[src/hdl/assert_macros.svh]
// ---------------------------------------------------------------------------
// Assertion macros, included by the top-level RTL file.
// Every macro samples on the rising edge of clock and is disabled in reset.
// ---------------------------------------------------------------------------
`ifndef ASSERT_MACROS_SVH
`define ASSERT_MACROS_SVH

// The expression must hold at every clock edge.
`define ASSERT_ALWAYS(label, expr, msg) \
   label: assert property (@(posedge clock) disable iff (reset) (expr)) else $error(msg);

// When the antecedent holds, the consequent must hold in the same cycle.
`define ASSERT_SAME(label, ante, cons, msg) \
   label: assert property (@(posedge clock) disable iff (reset) (ante) |-> (cons)) \
      else $error(msg);

// When the antecedent holds, the consequent must hold in the next cycle.
`define ASSERT_NEXT(label, ante, cons, msg) \
   label: assert property (@(posedge clock) disable iff (reset) (ante) |=> (cons)) \
      else $error(msg);

`endif

[src/hdl/rgbnpi_pkg.sv]
// ---------------------------------------------------------------------------
// rgbnpi_pkg
// Types and constants shared by the nearest palette index search block.
// ---------------------------------------------------------------------------
`default_nettype none

package rgbnpi_pkg;

   // Item command codes.
   localparam logic CMD_LOAD  = 1'b0;
   localparam logic CMD_QUERY = 1'b1;

   // A 5-bit color field expands as field*8 + 4.
   localparam logic [2:0] EXPAND_LOW_BITS = 3'b100;

   // Alpha byte of a packed palette word.
   localparam logic [7:0] ALPHA_OPAQUE = 8'hFF;

   // Squared distance: three 16-bit squares summed.
   localparam int DIST_W = 18;

   // Commands from the controller to the datapath.
   typedef struct packed {
      logic load_wr;      // write a palette entry and answer the load
      logic query_start;  // capture the query color and clear the best match
      logic rd_en;        // read one palette entry into the search pipeline
      logic finish;       // the search is complete, answer the query
   } ctrl_cmd_type;

   // Status from the datapath to the controller.
   typedef struct packed {
      logic pipe_busy;    // an entry is still in flight in the search pipeline
   } dp_status_type;

endpackage

`default_nettype wire

[src/hdl/rgbnpi_ctrl.sv]
// ---------------------------------------------------------------------------
// rgbnpi_ctrl
// Controller: accepts items, steps the palette read address during a query
// and waits for the search pipeline to drain before the answer is issued.
// ---------------------------------------------------------------------------
`default_nettype none

module rgbnpi_ctrl import rgbnpi_pkg::*; #(
   parameter int PALETTE_ENTRIES = 256,
   parameter int IDX_W           = 8
) (
   input  wire logic             clock,
   input  wire logic             reset,
   input  wire logic             start,
   input  wire logic             req_command,
   output      logic             busy,
   output      ctrl_cmd_type     cmd,
   output      logic [IDX_W-1:0] rd_addr,
   input  wire dp_status_type    status
);

   typedef enum logic [2:0] {
      ST_IDLE   = 3'b001,
      ST_SEARCH = 3'b010,
      ST_DRAIN  = 3'b100
   } state_type;

   localparam logic [IDX_W-1:0] LAST_ADDR = IDX_W'(PALETTE_ENTRIES - 1);

   state_type        state_ff, state_in;
   logic [IDX_W-1:0] addr_ff, addr_in;

   always_comb begin
      state_in = state_ff;
      addr_in  = addr_ff;
      cmd      = '0;
      case (state_ff)
         ST_IDLE: begin
            if (start) begin
               if (req_command == CMD_QUERY) begin
                  cmd.query_start = 1'b1;
                  addr_in         = '0;
                  state_in        = ST_SEARCH;
               end else begin
                  cmd.load_wr = 1'b1;
               end
            end
         end
         ST_SEARCH: begin
            cmd.rd_en = 1'b1;
            if (addr_ff == LAST_ADDR) begin
               state_in = ST_DRAIN;
            end else begin
               addr_in = addr_ff + 1'b1;
            end
         end
         ST_DRAIN: begin
            if (!status.pipe_busy) begin
               cmd.finish = 1'b1;
               state_in   = ST_IDLE;
            end
         end
         default: begin
            state_in = ST_IDLE;
         end
      endcase
   end

   always_ff @(posedge clock) begin
      if (reset) begin
         state_ff <= ST_IDLE;
         addr_ff  <= '0;
      end else begin
         state_ff <= state_in;
         addr_ff  <= addr_in;
      end
   end

   assign busy    = (state_ff != ST_IDLE);
   assign rd_addr = addr_ff;

endmodule

`default_nettype wire

[config.mk]
export PLATFORM = sky130hd
export DESIGN_NAME = rgbnpi_ctrl
export DESIGN_NICKNAME = d
export VERILOG_FILES = /design/src/hdl/assert_macros.svh /design/src/hdl/rgbnpi_pkg.sv /design/src/hdl/rgbnpi_ctrl.sv
export SDC_FILE = /design/constraint.sdc
export NUM_CORES = 1
export LEC_CHECK = 0
export BUFFER_PORTS_ARGS = -buffer_cell sky130_fd_sc_hd__buf_2
export CAP_MARGIN = 20
export CORE_AREA = 2 2 39 41
export CTS_CLUSTER_DIAMETER = 30
export DETAILED_ROUTE_END_ITERATION = 7
export DIE_AREA = 0 0 41 43
export GPL_ROUTABILITY_DRIVEN = 0
export PLACE_DENSITY = 0.71
export SKIP_LAST_GASP = 1
export SYNTH_ARGS = -nofsm -noshare
export SYNTH_HDL_FRONTEND = slang
export SYNTH_SLANG_ARGS = --single-unit
[constraint.sdc]
create_clock -name clock -period 1.85 [get_ports clock]
set_input_delay 0.0925 -clock clock [delete_from_list [all_inputs] [get_ports clock]]
set_output_delay 0.0925 -clock clock [all_outputs]
set_load 0.01 [all_outputs]
-- Word-level counts from Yosys, hierarchy flattened
Index checks and enable logic that the tools add are counted.
- div/mod/pow operators: 0
- multipliers: 0
- add/subtract/negate cells: 1
- bitwise logic cells: 0
- shift operators: 0
- eq/ne operators: 10
- magnitude comparators: 0
- multiplexer cells: 16
- reductions and logical operators: 3
- operators by type and width (kind ; number):
    $mux 8 ; 3
    $pmux 8 s2 ; 1
    $mux 3 ; 4
    $ne 2x2->1 const B ; 5
    $pmux 3 s3 ; 1
    $add 8x1->8 const B ; 1
    $eq 8x8->1 const B ; 1
    $reduce_and 4->1 ; 2
    $mux 1 ; 5
    $mux 2 ; 2
    $eq 3x1->1 const B ; 1
    $eq 3x2->1 const B ; 1
    $eq 3x3->1 const B ; 1
    $ne 3x1->1 const B ; 1
    $reduce_bool 2->1 ; 1
- ROM bits: 0
- bits in writable memories: 0
- memories kept: 0
- output and inout port bits: 13
- bits in latches: 0
- word-level logic and storage cells: 32
- bits in registers: 11
- bits of input ports: 5

-- Longest topological paths before layout
- word-level depth: 3
- depth in mapped cells: 6
- mapped depth without buffers: 5

-- Worst setup path after synthesis
OpenSTA, ideal clock, no wires.
- path kind: register to register
- start: register state_ff[0]
- end: register addr_ff[3] (netlist: rd_addr[3])
- clock period less this slack: 1.564 ns
- stages on the path, launching flop included: 5
- slack: 0.286 ns
- arrival time: 1.478 ns
- buffers on the path: 1
- library setup time: 0.086 ns
- data required time: 1.764 ns
- cell sequence: dfxtp_1 -> or3b_1 -> buf_6 -> or3_4 -> a221oi_2
- longest elaborated chain between the ends: 3
- elaborated cells between the ends (all ways): 8
- classes of those cells: 5 x eq/ne; 1 x mux; 2 x reduce/logical
- ends and longest elaborated chain (what ; RTL line ; RTL):
    from (decl) ; rgbnpi_ctrl.sv:30 ; state_type state_ff, state_in;
    from (signal assigned) ; rgbnpi_ctrl.sv:74 ; state_ff <= state_in;
    $eq 3x2->1 or $eq 3x1->1 (tied branches) ; rgbnpi_ctrl.sv:37 ; case (state_ff)
    $ne 2x2->1 (no line) or $reduce_bool 2->1 (tied branches) ; - ;
    $reduce_and 4->1 (no line) ; - ;
    to (signal assigned) ; rgbnpi_ctrl.sv:75 ; addr_ff <= addr_in;
    to (decl) ; rgbnpi_ctrl.sv:31 ; logic [IDX_W-1:0] addr_ff, addr_in;
Parallel ways exist; a longest one is shown, timed or not.
A chain may end at the register's enable or synchronous reset.

-- Worst setup path in the final report
- start: register state_ff[1]
- end: register state_ff[1]
- longest elaborated chain between the ends: 3
- elaborated cells between the ends (all ways): 9
- classes of those cells: 7 x eq/ne; 1 x mux; 1 x reduce/logical
- ends and longest elaborated chain (what ; RTL line):
    $eq 3x2->1 (tied with other cells) ; rgbnpi_ctrl.sv:37
    $ne 2x2->1 (no line) ; -
    $reduce_and 4->1 (no line) ; -
Parallel ways exist; a longest one is shown, timed or not.

==> run summary <==
crit path cell chain: or3b_1 -> clkinv_2 -> a41oi_1 -> a21oi_2 -> nor3b_1
multiplexer area fraction after synthesis: 0
met2 usage: 0.209
peak supply drop: 298 uV
clk_lat worst skew: 0.27 ns
setup TNS: 0 ns
CTS tree: built
Chip Width: 41 um
CTS root buf: clkbuf_4
final setup margin: 0.173 ns
CP max-delay cell: or3b_1
ANT cells: 0
Residual DRC: 0
row count: 14
vias in the first global route: 444
area share of and/or/nand/nor cells after synthesis: 0.317
GRT Total Usage: 0.167
DRT iter0 DRCs: 21
Worst-Margin Slew: 0.296 ns
RSZ-0062 raised after global routing: no
Final ANT Viol Nets: 0
Clock transition at path regs: 0.07 ns
largest net degree at the start of global routing: 14
clk sinks: 11
Post-Synth Adder-Cell Area: 0.0208
cell with the most instances after synthesis: dfxtp_1
post-detail-place hpwl: 980 um
global-route wire length before repair: 1.95 mm
top cell type's share of synthesized area: 0.367
WHS: 0.143 ns
Synth-to-Final Area Change: 23.1%
EDFF count, synth: 0
vias: 596
max_cap viols: 0
pre-CTS WS: 0.155 ns
Final period util: 0.906
Synth Flop Type: dfxtp_1
PortBufs: 17
Resize count post-CTS: 0
Static Leak: 0.278 nW
I/O pin count: 18
total power: 0.442 mW
Die ar.: 1760 um2
core box area: 1380 um2
Synth async-reset ratio: 0
top cell type by total area after synthesis: dfxtp_1
most used routing layer: met1
final hold vios: 0
largest cells by area after synthesis: dfxtp_1 (37%), nor2_1 (4.4%), o21ai_0 (3.3%), nand2b_1 (3.1%), a41oi_1 (2.9%)
fill count: 134
syn_area_per_cell: 8.83 um2
post-CTS setup buffers: 0
top post-synthesis cells by count: dfxtp_1 (11), nor2_1 (7), o21ai_0 (4)
CP peak stage delay: 0.50 ns
GR Overflow Total: 0
Clock Skews: 0.00130 ns
Avg WL per Cell: 11.8 um
Max Fanout on Critical Path: 8
#FFs+latches synth: 11
Tightest Hold Check Type: input pin to flop
main combinational cell family by area after synthesis: simple AND/OR/NAND/NOR gates
Pwr Density: 598 nW/um2
final WL: 1.25 mm
fmax: 596 MHz
CTS HTree Levels: 1
final instance area: 739 um2
CP required: 2.04 ns
GRT met1 Usage: 0.241
synth unique cells: 35
placed cell area: 713 um2
final-report max-slew violation count: 0
Nets: 97
Final setup viols: 0
Synth Area in Compound Gates: 0.244
Ys Warns: 0
initial antenna violation count: 0
CP arrival: 1.87 ns
Finished Core Util: 0.534
critical setup path kind: flop to flop
sequential fraction of the synthesis area: 0.367
met3 global-route usage: 0.0366
TritonRoute pass-1 iters: 4
DR vias/cell: 5.62
Inst Count DP: 102
crit path capture type: flop
outcome: completed
Syn Std Cell Area: 601 um2
Final Non-Filler Cells: 106
Slew headroom: 0.802
minimum clock period: 1.68 ns
Post-Syn Instances: 68
Longest Clk Path Bufs: 2
xor-xnor portion of the synthesized cell area: 0
Die Y: 43 um
CTS Buf Count: 3
Initial Utilization: 0.434
share of post-route cells with drive strength above 1: 0.322
Critical Path Source Type: flop
hold_buf cts: 0
post-synth net total: 74
[routing by layer]
layer / part of all wire / up-vias / routed length [um]
li1: - / 303 / -
met1: 0.48 / 271 / 603
met2: 0.43 / 18 / 541
met3: 0.058 / 4 / 73
met4: 0.027 / 0 / 34
met5: 0 / - / 0
[worst max-delay path, delay by kind of cell (launching register included)]
kind | cells | cell delay (ns)
AND/OR/NAND/NOR | 2 | 0.72
flip-flops | 1 | 0.38
AO/OA/AOI/OAI | 2 | 0.34
buffers and inverters | 1 | 0.16
[state kept, by name, summed over array words and instances (netlist names)]
| register | count |
|---|---|
| rd_addr | 8 |
| state_ff | 3 |
[worst paths after layout]
path,startpoint,to,slack (ns),cells past startpoint
setup reg to reg,state_ff[1],state_ff[1],0.17,5
hold reg to reg,rd_addr[7],rd_addr[7],0.52,2
hold / removal,reset,rd_addr[3],0.14,2
setup / recovery,state_ff[1],state_ff[1],0.17,5
[cell families (layout without fill, tap and decap cells)]
kind of cell / after synthesis / after routing
simple gates: 31 / 31
compound gates: 19 / 19
flops: 11 / 11
buf+inv: 6 / 28
fa+ha+maj: 1 / 1
[placed cells by master, fill, tap and decap left out, drive strengths merged, types with 2 or more instances in the layout]
cell / synthesis / layout
nor4: 2 / 2
a41oi: 2 / 2
inv: 3 / 3
nand2: 3 / 3
a21oi: 4 / 4
nand2b: 3 / 3
nor3: 2 / 2
o21ai: 4 / 4
nand3: 3 / 3
dfxtp: 11 / 11
clkbuf: 1 / 4
nor2: 7 / 7
buf: 1 / 20
nor3b: 2 / 2
a211oi: 2 / 2
[where the power goes]
group / internal (mW) / total, mW / leakage (nW) / switching, mW
sequential: 0.239 / 0.241 / 0.0889 / 0.00176
clock: 0.0835 / 0.167 / 0.0150 / 0.0838
combinational: 0.0142 / 0.0345 / 0.175 / 0.0204
[layout make-up]
cell class,count,area (um2),share of cell area
flip-flops and latches,11,220,0.298
inverters,4,16.3,0.0220
clock buffers,4,26.3,0.0355
well taps,16,20.0,0.0271
multi-input cells,51,349,0.472
repair buffers,20,108,0.146
Power figures use the tool's default switching activity.
